[src/hdl/i2csrb_pkg.sv]
// Shared types and constants for the I2C slave register bank.
package i2csrb_pkg;

  // Register bank geometry
  localparam int NUM_REGS  = 32;
  localparam int IDX_W     = 5;
  localparam int DATA_W    = 8;
  localparam logic [DATA_W-1:0] BANK_RESET_VAL = 8'hDE;

  // Configuration port geometry and register map
  localparam int APB_ADDR_W = 4;
  localparam int APB_DATA_W = 32;
  localparam logic [1:0] REG_SLAVE_ADDR  = 2'd0;
  localparam logic [1:0] REG_BUS_WR_MASK = 2'd1;
  localparam logic [1:0] REG_READ_LIMIT  = 2'd2;
  localparam logic [5:0] READ_LIMIT_RESET = 6'd32;

  // Event codes of an input transaction
  typedef enum logic [2:0] {
    MODE_START  = 3'd0,
    MODE_STOP   = 3'd1,
    MODE_SHIFT  = 3'd2,
    MODE_LREAD  = 3'd3,
    MODE_LWRITE = 3'd4
  } mode_t;

  // Bus action codes of a result transaction
  typedef enum logic [2:0] {
    ACT_NONE        = 3'd0,
    ACT_ACK         = 3'd1,
    ACT_DATA        = 3'd2,
    ACT_SAMPLE_ACK  = 3'd3,
    ACT_SAMPLE_BYTE = 3'd4,
    ACT_IDLE        = 3'd5
  } action_t;

  // Byte sequencer phases
  typedef enum logic [2:0] {
    PH_ADDR      = 3'd0,
    PH_SEND      = 3'd1,
    PH_REQ_REPLY = 3'd2,
    PH_CHK_REPLY = 3'd3,
    PH_REQ_IDX   = 3'd4,
    PH_GET_IDX   = 3'd5,
    PH_GET_VAL   = 3'd6,
    PH_REQ_VAL   = 3'd7
  } phase_t;

  // Configuration register contents
  typedef struct packed {
    logic [6:0]  slave_address;
    logic [31:0] bus_wr_mask;
    logic [5:0]  read_limit;
  } cfg_t;

  // Register bank write request
  typedef struct packed {
    logic              en;
    logic [IDX_W-1:0]  addr;
    logic [DATA_W-1:0] data;
  } bank_wr_t;

endpackage

[src/hdl/i2c_slave_register_bank_top.sv]
// Top level of the I2C slave register bank.
//
//   channel   direction  handshake           payload
//   in_       input      in_valid/in_stall   mode, rx_byte, reg_index, local_value
//   out_      output     out_valid/out_stall action, tx_byte, read_value, ok
//   config    input      psel/penable/pwrite slave_address, bus_wr_mask, read_limit
//
// One transaction per cycle while the result is not stalled; each passes the input
// register, then the result register. Sequencer state and the register bank are updated
// as a transaction moves from the input register to the result register.
// Synchronous reset loads the whole bank with 0xDE.
// A stalled result holds in the result register while one more transaction
// is taken into the input register.
module i2c_slave_register_bank_top (
  input  logic                                clk,
  input  logic                                rst_n,
  input  logic                                in_valid,
  output logic                                in_stall,
  input  logic [2:0]                          in_mode,
  input  logic [7:0]                          in_rx_byte,
  input  logic [7:0]                          in_reg_index,
  input  logic [7:0]                          in_local_value,
  output logic                                out_valid,
  input  logic                                out_stall,
  output logic [2:0]                          out_action,
  output logic [7:0]                          out_tx_byte,
  output logic [7:0]                          out_read_value,
  output logic                                out_ok,
  input  logic                                psel,
  input  logic                                penable,
  input  logic                                pwrite,
  input  logic [i2csrb_pkg::APB_ADDR_W-1:0]   paddr,
  input  logic [i2csrb_pkg::APB_DATA_W-1:0]   pwdata,
  output logic [i2csrb_pkg::APB_DATA_W-1:0]   prdata,
  output logic                                pready
);

  logic                          s1_valid_r, s1_valid_nxt;
  logic [2:0]                    s1_mode_r;
  logic [7:0]                    s1_rx_r;
  logic [7:0]                    s1_idx_r;
  logic [7:0]                    s1_val_r;
  logic                          s1_adv;
  logic                          in_take;
  logic                          go;
  logic                          out_valid_r, out_valid_nxt;
  logic [2:0]                    out_action_r;
  logic [7:0]                    out_tx_r;
  logic [7:0]                    out_rv_r;
  logic                          out_ok_r;
  i2csrb_pkg::cfg_t              cfg;
  i2csrb_pkg::bank_wr_t          wr;
  logic [i2csrb_pkg::IDX_W-1:0]  rd_addr;
  logic [i2csrb_pkg::DATA_W-1:0] rd_data;
  i2csrb_pkg::action_t           action;
  logic [7:0]                    tx_byte;
  logic [7:0]                    read_value;
  logic                          ok;

  // Advance when the result register is free or being emptied
  assign s1_adv   = !out_valid_r || !out_stall;
  assign go       = s1_valid_r && s1_adv;
  assign in_stall = s1_valid_r && !s1_adv;
  assign in_take  = in_valid && !in_stall;

  assign s1_valid_nxt  = in_take || (s1_valid_r && !s1_adv);
  assign out_valid_nxt = go || (out_valid_r && out_stall);

  // Input register
  always_ff @(posedge clk) begin
    if (!rst_n) begin
      s1_valid_r <= 1'b0;
    end else begin
      s1_valid_r <= s1_valid_nxt;
    end
  end

  always_ff @(posedge clk) begin
    if (in_take) begin
      s1_mode_r <= in_mode;
      s1_rx_r   <= in_rx_byte;
      s1_idx_r  <= in_reg_index;
      s1_val_r  <= in_local_value;
    end
  end

  i2csrb_cfg u_cfg (
    .clk     (clk),
    .rst_n   (rst_n),
    .psel    (psel),
    .penable (penable),
    .pwrite  (pwrite),
    .paddr   (paddr),
    .pwdata  (pwdata),
    .prdata  (prdata),
    .pready  (pready),
    .cfg     (cfg)
  );

  i2csrb_bank u_bank (
    .clk     (clk),
    .rst_n   (rst_n),
    .wr      (wr),
    .rd_addr (rd_addr),
    .rd_data (rd_data)
  );

  i2csrb_seq u_seq (
    .clk         (clk),
    .rst_n       (rst_n),
    .go          (go),
    .mode        (s1_mode_r),
    .rx_byte     (s1_rx_r),
    .reg_index   (s1_idx_r),
    .local_value (s1_val_r),
    .cfg         (cfg),
    .rd_data     (rd_data),
    .rd_addr     (rd_addr),
    .wr          (wr),
    .action      (action),
    .tx_byte     (tx_byte),
    .read_value  (read_value),
    .ok          (ok)
  );

  // Result register
  always_ff @(posedge clk) begin
    if (!rst_n) begin
      out_valid_r <= 1'b0;
    end else begin
      out_valid_r <= out_valid_nxt;
    end
  end

  always_ff @(posedge clk) begin
    if (go) begin
      out_action_r <= action;
      out_tx_r     <= tx_byte;
      out_rv_r     <= read_value;
      out_ok_r     <= ok;
    end
  end

  assign out_valid      = out_valid_r;
  assign out_action     = out_action_r;
  assign out_tx_byte    = out_tx_r;
  assign out_read_value = out_rv_r;
  assign out_ok         = out_ok_r;

endmodule

[src/hdl/i2csrb_cfg.sv]
// APB-style configuration registers of the I2C slave register bank.
module i2csrb_cfg (
  input  logic                                clk,
  input  logic                                rst_n,
  input  logic                                psel,
  input  logic                                penable,
  input  logic                                pwrite,
  input  logic [i2csrb_pkg::APB_ADDR_W-1:0]   paddr,
  input  logic [i2csrb_pkg::APB_DATA_W-1:0]   pwdata,
  output logic [i2csrb_pkg::APB_DATA_W-1:0]   prdata,
  output logic                                pready,
  output i2csrb_pkg::cfg_t                    cfg
);

  logic [6:0]  slave_address_r;
  logic [31:0] bus_wr_mask_r;
  logic [5:0]  read_limit_r;
  logic        wr_en;
  logic [1:0]  reg_sel;

  assign pready  = 1'b1;
  assign wr_en   = psel && penable && pwrite;
  assign reg_sel = paddr[3:2];

  // Write the addressed register on the access cycle
  always_ff @(posedge clk) begin
    if (!rst_n) begin
      slave_address_r <= '0;
      bus_wr_mask_r   <= '0;
      read_limit_r    <= i2csrb_pkg::READ_LIMIT_RESET;
    end else if (wr_en) begin
      unique case (reg_sel)
        i2csrb_pkg::REG_SLAVE_ADDR:  slave_address_r <= pwdata[6:0];
        i2csrb_pkg::REG_BUS_WR_MASK: bus_wr_mask_r   <= pwdata;
        i2csrb_pkg::REG_READ_LIMIT:  read_limit_r    <= pwdata[5:0];
        default: ;
      endcase
    end
  end

  // Return the addressed register
  always_comb begin
    prdata = '0;
    unique case (reg_sel)
      i2csrb_pkg::REG_SLAVE_ADDR:  prdata = {25'd0, slave_address_r};
      i2csrb_pkg::REG_BUS_WR_MASK: prdata = bus_wr_mask_r;
      i2csrb_pkg::REG_READ_LIMIT:  prdata = {26'd0, read_limit_r};
      default:                     prdata = '0;
    endcase
  end

  assign cfg.slave_address = slave_address_r;
  assign cfg.bus_wr_mask   = bus_wr_mask_r;
  assign cfg.read_limit    = read_limit_r;

endmodule

[src/hdl/i2csrb_bank.sv]
// Register file of the I2C slave: one write port, one read port.
module i2csrb_bank (
  input  logic                                clk,
  input  logic                                rst_n,
  input  i2csrb_pkg::bank_wr_t                wr,
  input  logic [i2csrb_pkg::IDX_W-1:0]        rd_addr,
  output logic [i2csrb_pkg::DATA_W-1:0]       rd_data
);

  logic [i2csrb_pkg::DATA_W-1:0] bank_r [i2csrb_pkg::NUM_REGS];

  // Load the reset pattern, then take one write per cycle
  always_ff @(posedge clk) begin
    if (!rst_n) begin
      for (int i = 0; i < i2csrb_pkg::NUM_REGS; i++) begin
        bank_r[i] <= i2csrb_pkg::BANK_RESET_VAL;
      end
    end else if (wr.en) begin
      bank_r[wr.addr] <= wr.data;
    end
  end

  assign rd_data = bank_r[rd_addr];

endmodule

[src/hdl/i2csrb_seq.sv]
// Byte-level bus sequencer and local access decode of the I2C slave.
module i2csrb_seq (
  input  logic                                clk,
  input  logic                                rst_n,
  input  logic                                go,
  input  logic [2:0]                          mode,
  input  logic [7:0]                          rx_byte,
  input  logic [7:0]                          reg_index,
  input  logic [7:0]                          local_value,
  input  i2csrb_pkg::cfg_t                    cfg,
  input  logic [i2csrb_pkg::DATA_W-1:0]       rd_data,
  output logic [i2csrb_pkg::IDX_W-1:0]        rd_addr,
  output i2csrb_pkg::bank_wr_t                wr,
  output i2csrb_pkg::action_t                 action,
  output logic [7:0]                          tx_byte,
  output logic [7:0]                          read_value,
  output logic                                ok
);

  i2csrb_pkg::phase_t            phase_r, phase_nxt;
  logic                          active_r, active_nxt;
  logic [i2csrb_pkg::IDX_W-1:0]  cursor_r, cursor_nxt;
  i2csrb_pkg::mode_t             mode_e;
  logic [i2csrb_pkg::IDX_W-1:0]  cursor_inc;
  logic [i2csrb_pkg::IDX_W-1:0]  cursor_adv;
  logic                          addr_hit;
  logic                          rx_in_range;
  logic                          idx_in_range;
  logic                          rd_allowed;

  assign mode_e       = i2csrb_pkg::mode_t'(mode);
  assign addr_hit     = (rx_byte == 8'd0) || (rx_byte[7:1] == cfg.slave_address);
  assign rx_in_range  = {1'b0, rx_byte} < 9'(i2csrb_pkg::NUM_REGS);
  assign idx_in_range = {1'b0, reg_index} < 9'(i2csrb_pkg::NUM_REGS);
  assign rd_allowed   = idx_in_range && ({1'b0, reg_index} < {3'd0, cfg.read_limit});

  // Step the read cursor, wrapping at the bank size
  assign cursor_inc = cursor_r + 1'b1;
  assign cursor_adv = (6'(cursor_inc) >= 6'(i2csrb_pkg::NUM_REGS)) ? '0 : cursor_inc;

  // Local reads use the supplied index, bus reads the cursor
  assign rd_addr = (mode_e == i2csrb_pkg::MODE_LREAD) ? reg_index[i2csrb_pkg::IDX_W-1:0]
                                                      : cursor_r;

  // Next state
  always_comb begin
    phase_nxt  = phase_r;
    active_nxt = active_r;
    cursor_nxt = cursor_r;
    if (go) begin
      unique case (mode_e)
        i2csrb_pkg::MODE_START: begin
          phase_nxt  = i2csrb_pkg::PH_ADDR;
          active_nxt = 1'b1;
        end
        i2csrb_pkg::MODE_STOP: begin
          active_nxt = 1'b0;
        end
        i2csrb_pkg::MODE_SHIFT: begin
          if (active_r) begin
            unique case (phase_r)
              i2csrb_pkg::PH_ADDR: begin
                if (addr_hit) begin
                  phase_nxt = rx_byte[0] ? i2csrb_pkg::PH_SEND : i2csrb_pkg::PH_REQ_IDX;
                end else begin
                  active_nxt = 1'b0;
                end
              end
              i2csrb_pkg::PH_CHK_REPLY: begin
                if (rx_byte != 8'd0) begin
                  cursor_nxt = '0;
                  active_nxt = 1'b0;
                end else begin
                  cursor_nxt = cursor_adv;
                  phase_nxt  = i2csrb_pkg::PH_REQ_REPLY;
                end
              end
              i2csrb_pkg::PH_SEND: begin
                cursor_nxt = cursor_adv;
                phase_nxt  = i2csrb_pkg::PH_REQ_REPLY;
              end
              i2csrb_pkg::PH_REQ_REPLY: phase_nxt = i2csrb_pkg::PH_CHK_REPLY;
              i2csrb_pkg::PH_REQ_IDX:   phase_nxt = i2csrb_pkg::PH_GET_IDX;
              i2csrb_pkg::PH_GET_IDX: begin
                if (rx_in_range) begin
                  cursor_nxt = rx_byte[i2csrb_pkg::IDX_W-1:0];
                  phase_nxt  = i2csrb_pkg::PH_REQ_VAL;
                end else begin
                  active_nxt = 1'b0;
                end
              end
              i2csrb_pkg::PH_REQ_VAL:   phase_nxt = i2csrb_pkg::PH_GET_VAL;
              i2csrb_pkg::PH_GET_VAL:   phase_nxt = i2csrb_pkg::PH_REQ_IDX;
              default: ;
            endcase
          end
        end
        default: ;
      endcase
    end
  end

  // Outputs and register bank writes
  always_comb begin
    action     = i2csrb_pkg::ACT_NONE;
    tx_byte    = '0;
    read_value = '0;
    ok         = 1'b0;
    wr.en      = 1'b0;
    wr.addr    = cursor_r;
    wr.data    = rx_byte;
    unique case (mode_e)
      i2csrb_pkg::MODE_START: action = i2csrb_pkg::ACT_SAMPLE_BYTE;
      i2csrb_pkg::MODE_STOP:  action = i2csrb_pkg::ACT_IDLE;
      i2csrb_pkg::MODE_SHIFT: begin
        if (active_r) begin
          unique case (phase_r)
            i2csrb_pkg::PH_ADDR: begin
              action = addr_hit ? i2csrb_pkg::ACT_ACK : i2csrb_pkg::ACT_IDLE;
            end
            i2csrb_pkg::PH_CHK_REPLY: begin
              if (rx_byte != 8'd0) begin
                action = i2csrb_pkg::ACT_IDLE;
              end else begin
                action  = i2csrb_pkg::ACT_DATA;
                tx_byte = rd_data;
              end
            end
            i2csrb_pkg::PH_SEND: begin
              action  = i2csrb_pkg::ACT_DATA;
              tx_byte = rd_data;
            end
            i2csrb_pkg::PH_REQ_REPLY: action = i2csrb_pkg::ACT_SAMPLE_ACK;
            i2csrb_pkg::PH_REQ_IDX:   action = i2csrb_pkg::ACT_SAMPLE_BYTE;
            i2csrb_pkg::PH_GET_IDX: begin
              action = rx_in_range ? i2csrb_pkg::ACT_ACK : i2csrb_pkg::ACT_IDLE;
            end
            i2csrb_pkg::PH_REQ_VAL:   action = i2csrb_pkg::ACT_SAMPLE_BYTE;
            i2csrb_pkg::PH_GET_VAL: begin
              action = i2csrb_pkg::ACT_ACK;
              wr.en  = go && cfg.bus_wr_mask[cursor_r];
            end
            default: ;
          endcase
        end
      end
      i2csrb_pkg::MODE_LREAD: begin
        if (rd_allowed) begin
          read_value = rd_data;
          ok         = 1'b1;
        end
      end
      i2csrb_pkg::MODE_LWRITE: begin
        if (idx_in_range) begin
          ok      = 1'b1;
          wr.en   = go;
          wr.addr = reg_index[i2csrb_pkg::IDX_W-1:0];
          wr.data = local_value;
        end
      end
      default: ;
    endcase
  end

  // Hold sequencer state between events
  always_ff @(posedge clk) begin
    if (!rst_n) begin
      phase_r  <= i2csrb_pkg::PH_ADDR;
      active_r <= 1'b0;
      cursor_r <= '0;
    end else begin
      phase_r  <= phase_nxt;
      active_r <= active_nxt;
      cursor_r <= cursor_nxt;
    end
  end

endmodule

[config.mk]
export PLATFORM = sky130hd
export DESIGN_NAME = i2c_slave_register_bank_top
export DESIGN_NICKNAME = d
export VERILOG_FILES = /design/src/hdl/i2csrb_pkg.sv /design/src/hdl/i2c_slave_register_bank_top.sv /design/src/hdl/i2csrb_cfg.sv /design/src/hdl/i2csrb_bank.sv /design/src/hdl/i2csrb_seq.sv
export SDC_FILE = /design/constraint.sdc
export NUM_CORES = 1
export LEC_CHECK = 0
export BUFFER_PORTS_ARGS = -buffer_cell sky130_fd_sc_hd__buf_2
export CAP_MARGIN = 20
export CELL_PAD_IN_SITES_DETAIL_PLACEMENT = 1
export CELL_PAD_IN_SITES_GLOBAL_PLACEMENT = 2
export CORE_MARGIN = 2
export CORE_UTILIZATION = 44
export DETAILED_ROUTE_END_ITERATION = 7
export PLACE_DENSITY = 0.84
export SYNTH_ARGS = -nofsm -noshare
export SYNTH_HDL_FRONTEND = slang
export SYNTH_SLANG_ARGS = --single-unit
[constraint.sdc]
create_clock -name clk -period 9.27 [get_ports clk]
set_clock_uncertainty 0.05 [all_clocks]
set_input_delay 1.3905 -clock clk [delete_from_list [all_inputs] [get_ports clk]]
set_output_delay 1.3905 -clock clk [all_outputs]
set_load 0.01 [all_outputs]
After elaboration in Yosys (flattened, before gate mapping)
Memory sizes are Yosys's and may differ from the RTL's.
Index checks and enable logic that the tools add are counted.
W data, S select, Z words.
Word-level totals
  register bits after elaboration: 103
  memory bits (writable): 256
  logic and storage cells: 118
  memories kept: 1
Operators by class
  $add $sub $neg: 1
  magnitude comparators: 4
  equality and inequality tests: 19
  multiplexer cells: 43
  reductions and logical operators: 34
Memory list
  u_bank.bank_r: words 32, width 8, rd ports 1, clocked after Yosys merged registers in 0, write ports 32, line i2csrb_bank.sv:10  | logic [i2csrb_pkg::DATA_W-1:0] bank_r [i2csrb_pkg::NUM_REGS];
Operator list (number)
  $pmux W32 S3: 1
  $mux W3: 9
  $pmux W3 S8: 1
  $pmux W3 S7: 1
  $mux W5: 4
  $lt A8 B6 Y1 const B: 2
  $mux W8: 2
  $pmux W8 S2: 1
  $eq A3 B3 Y1 const B: 5
  $pmux W5 S3: 1
  $mux W1: 14
  $mux W14: 1
  $mux W13: 1
  $eq A3 B2 Y1 const B: 4
  $reduce_and A2 Y1: 6
  $pmux W3 S3: 1
  $logic_and A1 B1 Y1: 8
  $logic_not A8 Y1: 1
  $lt A8 B6 Y1: 1
  $reduce_bool A8 Y1: 1
  $reduce_or A8 Y1: 1
  $eq A7 B7 Y1: 1
  $eq A3 B1 Y1 const B: 2
  $logic_not A3 Y1: 2
  other kinds (19): 30

Longest topological paths before layout
Gate-level depths: netlist (run 1).
  word-level depth: 12
  mapped depth: 11
  mapped depth without buffers: 8

Modules after synthesis
A second synthesis (run 1) with hierarchy kept.
Unflattened totals
  cells, all modules: 1233
  area total of the unflattened synthesis: 16943.8 um^2
By module, submodules not included
  i2csrb_bank: instances 1, cells an instance 741, area each 11745.0 um^2
  i2csrb_cfg: instances 1, cells an instance 241, area each 2139.6 um^2
  i2csrb_seq: instances 1, cells an instance 196, area each 1564.0 um^2
  i2c_slave_register_bank_top: instances 1, cells an instance 55, area each 1495.2 um^2

Worst setup path before layout (run 1)
OpenSTA, ideal clock, no wires.
  path type: in2out
  from: input paddr[3] in the netlist's numbering
  to: output prdata[3] in the netlist's numbering
  data arrival time: 2.413 ns
  setup slack: 5.417 ns
  stages: 4
  path through: clkbuf_1 clkbuf_1 mux2i_1 o21ai_0
Between the ends
  longest elaborated chain between the ends: 2
  elaborated cells on any way between the ends: 4
  those cells by class: 2 x eq/ne; 1 x mux; 1 x reduce/logical
Ends and longest elaborated chain
  start: declaration: line i2c_slave_register_bank_top.sv:32  | input logic [i2csrb_pkg::APB_ADDR_W-1:0] paddr,
  $eq A2 B2 Y1 (tied with other cells): line i2csrb_cfg.sv:44  | unique case (reg_sel)
  $pmux W32 S3 (*): line i2csrb_cfg.sv:44
  end: declaration: line i2c_slave_register_bank_top.sv:34  | output logic [i2csrb_pkg::APB_DATA_W-1:0] prdata,
Every way passes the cells marked *; elsewhere a longest branch is shown, timed or not.

Worst setup path after layout (run 1)
  from: input paddr[3] in the netlist's numbering
  to: output prdata[0] in the netlist's numbering
Same word-level chain as after synthesis.

==> results.yml, run 1 <==
cells_and_area:
  n_antenna_cell: 0
  multi_input_combinational_cell_area_um2: 7371
  nFillCells: 4314
  area.growth.synth_to_final_pct: 13.08
  final-instance-count-excl-fill: 2310
  most-common-layout-cells: "nand2_1, edfxtp_1, nor2_1"
  drive_gt1_frac: 0.1800
  utilization: 0.5050
  mostFrequentLayoutCell: "nand2_1"
  seq_area_um2: 10220
  summed_area_of_non_filler_cells_in_the_final_layout_um2: 20620
  final_nets: 1823
detailed_routing:
  drtAntennaViolNets: 0
  vias_per_cell: 6.061
  detailroute.via_count: 14000
  drt-total-wl_um: 60780
  drt-initial-drc-count: 1290
  drc: 0
  detailedRoute.firstPassIterationCount: 7
  detail_route.wl_per_cell_um: 26.31
placement:
  global_placement_routability_congestion: 0.8418
  detailed_place_hpwl_um: 40740
  place_inst: 2225
  placed_standard_cell_area_um2: 19280
  portBuffers: 121
clocking:
  h-tree-depth: 2
  cts_made_buffers: 40
  clock_insertion_delay_worst_skew_ps: 560
  cts_hold_buf: 0
  clk_pin_slew_ps: 60
  post_cts_resize_count: 0
  cts_tree: "done"
  tritoncts_num_sinks: 359
  cts-root-to-sink-buffers: 3
  cts.repair_timing.setup_buffer_count: 0
  clockRootBuffer: "clkbuf_16"
critical_path:
  worst-setup-path-type: "primary input to output pin"
  timing.critical_path.fanout_max: 18
  worst_ep_arrival_time_ps: 3150
  worst_path_most_repeated_cell: "buf_2"
  endpoint_kind: "output pin"
  worst_path_max_delay_cell: "nor2b_1"
  worstSetupStartpointType: "primary input"
  worstPathCellList: "buf_2 > nor2b_1 > buf_4 > nand2_1 > o21ai_0 > buf_2"
  critPathMaxStageDelay_ps: 770
  worstPathRequired_ps: 7830
power:
  cellInternalPower_mw: 2.720
  report.power.total_mw: 3.532
  vdd_ir_drop_max_uv: 110.5
  p_per_area_nw_per_um2: 171.3
  combPwrFrac: 0.056
  share_clk_of_total_power: 0.437
  cell_leakage_power_nw: 6.465
  netSwitchingFraction: 0.2297
  power.sequential.fraction: 0.508
  power_switching_uw: 811.2
sta:
  final-setup-viol-count: 0
  unrepaired_setup_endpoints_after_global_routing: "no"
  final_period_minus_worst_setup_slack_ps: 4588
  maxSlewViolCount: 0
  number_of_hold_violations_in_the_final_report: 0
  maxSlewHeadroom: 0.1566
  fin_crit_sh: 0.4950
  setup_tns_ps: 0
  tightest_slew_ps: 1260
  max_clock_freq_mhz: 217.9
global_routing:
  met1_usage: 0.3731
  grt_most_used_layer: "met2"
  grt_antenna_before_repair: 0
  grt_util_met3: 0.03782
  grt_max_degree: 57
  grt_first_pass_wirelength_um: 89900
  grt.overflow.total: 0
  grt_pass1_vias: 14310
  gr-usage-all-layers: 0.2772
  groute.layer.met2.usage: 0.4649
logic_synthesis:
  async_reset_ff_frac: 0
  yosys_register_bits: 359
  yosys_warnings: 0
  synth_sequential_area_ratio: 0.5605
  mappedNetlistNets: 1729
  dominantRegCellSynth: "edfxtp_1"
  syn-instance-count: 1653
  mappedNetlistArea_um2: 18230
  count_of_flip_flops_with_a_built_in_enable_after_synthesis: 303
  synth_area_per_cell_um2: 11.03
  post_synth_num_cell_types: 68
floorplanning:
  num_io_pins: 125
  initial_utilization: 0.4466
  rows: 74
  fp.dieH_um: 207.6
  fp.dieArea_um2: 43090
  design.core.area_um2: 40830
  chipWidth_um: 207.6
outcome:
  run_status: "finished clean"
job:
  max_cap_viol_count: 0
hold_path:
  hold_class: "flip-flop to flip-flop"
==> Yosys cell counts, types with 4 or more instances <==
master	instances	area, um^2
nand3_1	30	150.1
nor3b_1	5	37.54
mux2i_1	105	1051
edfxtp_1	303	9099
inv_1	11	41.29
o221ai_1	20	175.2
a22o_1	13	113.9
xnor2_1	7	61.31
nor4_1	11	68.82
mux2_2	29	326.6
a221oi_1	26	227.7
nand3b_1	4	30.03
o21a_1	4	30.03
a311oi_1	14	122.6
o211a_1	4	40.04
nand4_1	5	31.28
and2_1	39	244.0
nand2_1	392	1471
a31oi_1	6	37.54
o21ai_1	10	50.05
nor3_1	9	45.04
buf_2	29	145.1
nor2_1	127	476.7
a22oi_1	7	52.55
nand2_2	8	50.05
o31ai_1	5	37.54
o211ai_1	4	30.03
ha_1	6	75.07
or3_1	8	50.05
buf_1	10	37.54
clkbuf_1	71	266.5
nand2b_1	16	100.1
nor2b_1	24	150.1
a21oi_1	59	295.3
buf_6	13	146.4
mux4_2	38	855.8
o21ai_0	43	215.2
a21boi_0	40	300.3
dfxtp_1	56	1121
==> sequential cells by signal, summed over array words and instances (netlist names) <==
signal                 cells
u_cfg.slave_address_r      7
s1_valid_r                 1
u_seq.active_r             1
out_valid                  1
s1_mode_r                  3
s1_rx_r                    8
u_cfg.read_limit_r         6
u_bank.bank_r            256
u_seq.phase_r              3
out_tx_byte                8
u_cfg.bus_wr_mask_r       32
out_read_value             8
s1_idx_r                   8
out_ok                     1
out_action                 3
s1_val_r                   8
u_seq.cursor_r             5
==> final timing paths <==
check | startpoint | end | slack [ps] | depth (start not counted)
worst max-delay path | paddr[3] | prdata[0] | 4680 | 6
worst min-delay path | u_cfg.bus_wr_mask_r[11] | u_cfg.bus_wr_mask_r[11] | 430 | 2
worst max register to register | s1_mode_r[0] | u_bank.bank_r[24][5] | 4710 | 7
worst min register to register | u_cfg.bus_wr_mask_r[11] | u_cfg.bus_wr_mask_r[11] | 430 | 2
==> cell type report <==
cell class	count	share of cell area
clock buffer	51	0.05055
clock inverter	22	0.009163
inverter	13	0.002367
multi-input combinational	1156	0.3575
sequential	359	0.4959
tap	532	0.03228
timing repair buffer	177	0.05225
==> logic make-up after synthesis <==
logic type	Yosys count	synth area share
buf+inv	138	0.03616
fa+ha+maj	6	0.004117
xor+xnor	10	0.004804
simple gates	688	0.1637
mux	173	0.1239
flops	359	0.5605
compound gates	278	0.1066
other cells	1	0.0002057
==> routing by layer <==
layer  routed length, um  vias to the layer above
li1                    -                     6211
met1               24960                     7130
met2               29570                      550
met3                4541                      109
met4                1702                        0
met5                   0                        -
==> power by group through the flow <==
stage | Clock (mW) | Sequential [mW] | Combinational (mW)
2_1_floorplan | 0 | 1.82 | 0.112
3_3_place_gp | 0 | 1.83 | 0.187
3_5_place_dp | 0 | 1.83 | 0.194
4_1_cts | 1.55 | 1.79 | 0.195
5_1_grt | 1.61 | 1.80 | 0.209
6_report | 1.54 | 1.79 | 0.196
==> stage by stage <==
step / setup slack [ps] / hold WS [ps]
floorplan: 5417 / 397.1
global placement: 4685 / 410.6
detailed placement: 4700 / 419.3
CTS: 4705 / 429.3
global route: 4588 / 448.2
finish: 4682 / 425.2
==> worst max-delay path: cells and delay by family <==
| kind | cells | cell delay (ps) |
|---|---|---|
| AND/OR/NAND/NOR | 2 | 850 |
| buffers and inverters | 3 | 770 |
| AO/OA/AOI/OAI | 1 | 130 |
No activity file was read; power rests on OpenSTA's default activity.
==> run 2, diff against run 1 <==
CORE_UTILIZATION = 37   (was 44)
PLACE_DENSITY = 0.76   (was 0.84)
clock period = 4 ns   (was 9.27 ns; I/O delays follow)
==> run 2 against run 1 <==
  * Combinational power increased by 140%
  * Power up 140%
  * Clock-buffer cell count up 3
  * Final cell count up 8.4%
  * Clock power rose to 2.6 times the previous value
  * Highest routed layer unchanged
==> results.yml, run 2 (synthesized netlist as in run 1, its figures left out) <==
critical_path:
  critical_path_buf_inv_count: 1
  timing.critical_path.fanout_max: 13
  worst_path_most_repeated_cell: "nand2_1"
  worst_path_max_delay_cell: "o21ai_1"
  worst-setup-path-type: "flip-flop to flip-flop"
  worstPathCellList: "nand4bb_1 > nor3b_1 > buf_4 > nand4_1 > nand2_1 > a311o_4 > nand2_1 > o21ai_1"
  worstSetupStartpointType: "flip-flop"
  endpoint_kind: "flip-flop"
  worst_ep_arrival_time_ps: 3780
  worstPathRequired_ps: 4120
  critPathMaxStageDelay_ps: 960
  critical_path.top_delay_family: "simple AND/OR/NAND/NOR gates"
sta:
  maxSlewViolCount: 0
  final_period_minus_worst_setup_slack_ps: 3655
  maxSlewHeadroom: 0.2586
  setup_tns_ps: 0
  final-setup-viol-count: 0
  unrepaired_setup_endpoints_after_global_routing: "no"
  tightest_slew_ps: 1112
  fin_crit_sh: 0.9138
  number_of_hold_violations_in_the_final_report: 0
  max_clock_freq_mhz: 273.6
global_routing:
  gr-usage-all-layers: 0.2528
  grt_antenna_before_repair: 2
  grt_pass1_vias: 14550
  grt_max_degree: 68
  grt_first_pass_wirelength_um: 94070
  grt.overflow.total: 0
outcome:
  run_status: "finished clean"
detailed_routing:
  detailedRoute.firstPassIterationCount: 6
  drt-initial-drc-count: 1310
  drc: 0
  detailroute.via_count: 14250
  drt-total-wl_um: 64250
  detail_route.wl_per_cell_um: 25.66
  vias_per_cell: 5.692
  drtAntennaViolNets: 0
clocking:
  cts-root-to-sink-buffers: 3
  clock_insertion_delay_worst_skew_ps: 590
  clk_pin_slew_ps: 60
  cts_made_buffers: 41
  clockRootBuffer: "clkbuf_16"
  tritoncts_num_sinks: 359
  cts_hold_buf: 0
  cts_tree: "done"
  cts.repair_timing.setup_buffer_count: 0
  h-tree-depth: 2
  post_cts_resize_count: 0
cells_and_area:
  drive_gt1_frac: 0.2084
  mostFrequentLayoutCell: "nand2_1"
  largest_register_ffs: 256
  final_nets: 1882
  largest_register: "u_bank.bank_r"
  most-common-layout-cells: "nand2_1, edfxtp_1, nor2_1"
  biggest_registers_after_layout: "u_bank.bank_r x256, u_cfg.bus_wr_mask_r x32"
  area.growth.synth_to_final_pct: 17.33
  final-instance-count-excl-fill: 2504
floorplanning:
  fp.dieH_um: 226.0
  design.core.area_um2: 48750
  chipWidth_um: 226.0
  initial_utilization: 0.3740
  fp.dieArea_um2: 51070
  rows: 81
  num_io_pins: 125
power:
  cell_leakage_power_nw: 6.815
  report.power.total_mw: 8.569
  vdd_ir_drop_max_uv: 254.8
  p_per_area_nw_per_um2: 400.5
placement:
  portBuffers: 121
  global_placement_routability_congestion: 0.8303
  detailed_place_hpwl_um: 43950
  place_inst: 2425
job:
  max_cap_viol_count: 0
hold_path:
  hold_class: "primary input to flip-flop"
## run 2: final timing paths
check	from	end	slack, ps	cells past startpoint
worst min-delay path	in_local_value[6]	s1_val_r[6]	150	1
worst min register to register	u_cfg.bus_wr_mask_r[3]	u_cfg.bus_wr_mask_r[3]	430	2
worst max register to register	s1_mode_r[1]	u_bank.bank_r[28][5]	340	8
worst max-delay path	s1_mode_r[1]	u_bank.bank_r[28][5]	340	8
## run 2: per-layer routing
metal	global-route usage	vias up	wire length (um)
met5	0	-	0
met4	0.09122	0	2281
met3	0.04046	129	4120
met2	0.4191	537	30680
met1	0.3347	7253	27170
li1	-	6333	-
## run 2: area by class of cell
| class | count | area [um^2] |
|---|---|---|
| antenna | 2 | 5.005 |
| clock buffer | 54 | 1096 |
| clock inverter | 21 | 282.8 |
| fill | 5318 | 27350 |
| inverter | 13 | 48.80 |
| multi-input combinational | 1156 | 7371 |
| sequential | 359 | 10220 |
| tap | 664 | 830.8 |
| timing repair buffer | 235 | 1535 |
## run 2: through the flow
stage / hold WS, ps / setup slack, ps / utilization / instance area (um^2)
6_report: 152.8 / 344.7 / 0.4389 / 21390
5_1_grt: 132.3 / 155.6 / 0.4388 / 21390
4_1_cts: 122.8 / 407.6 / 0.4377 / 21340
3_5_place_dp: 425.6 / 424.2 / 0.4094 / 19960
3_3_place_gp: 410.3 / 392.6 / 0.4087 / 19920
2_1_floorplan: 397.1 / 922.4 / - / 18230
## run 2: report_power, final
part | total, mW | switching, mW | leakage (nW) | internal (mW)
logic | 0.475 | 0.304 | 3.21 | 0.171
clock network | 3.94 | 1.61 | 0.656 | 2.33
registers | 4.15 | 0.0452 | 2.95 | 4.11
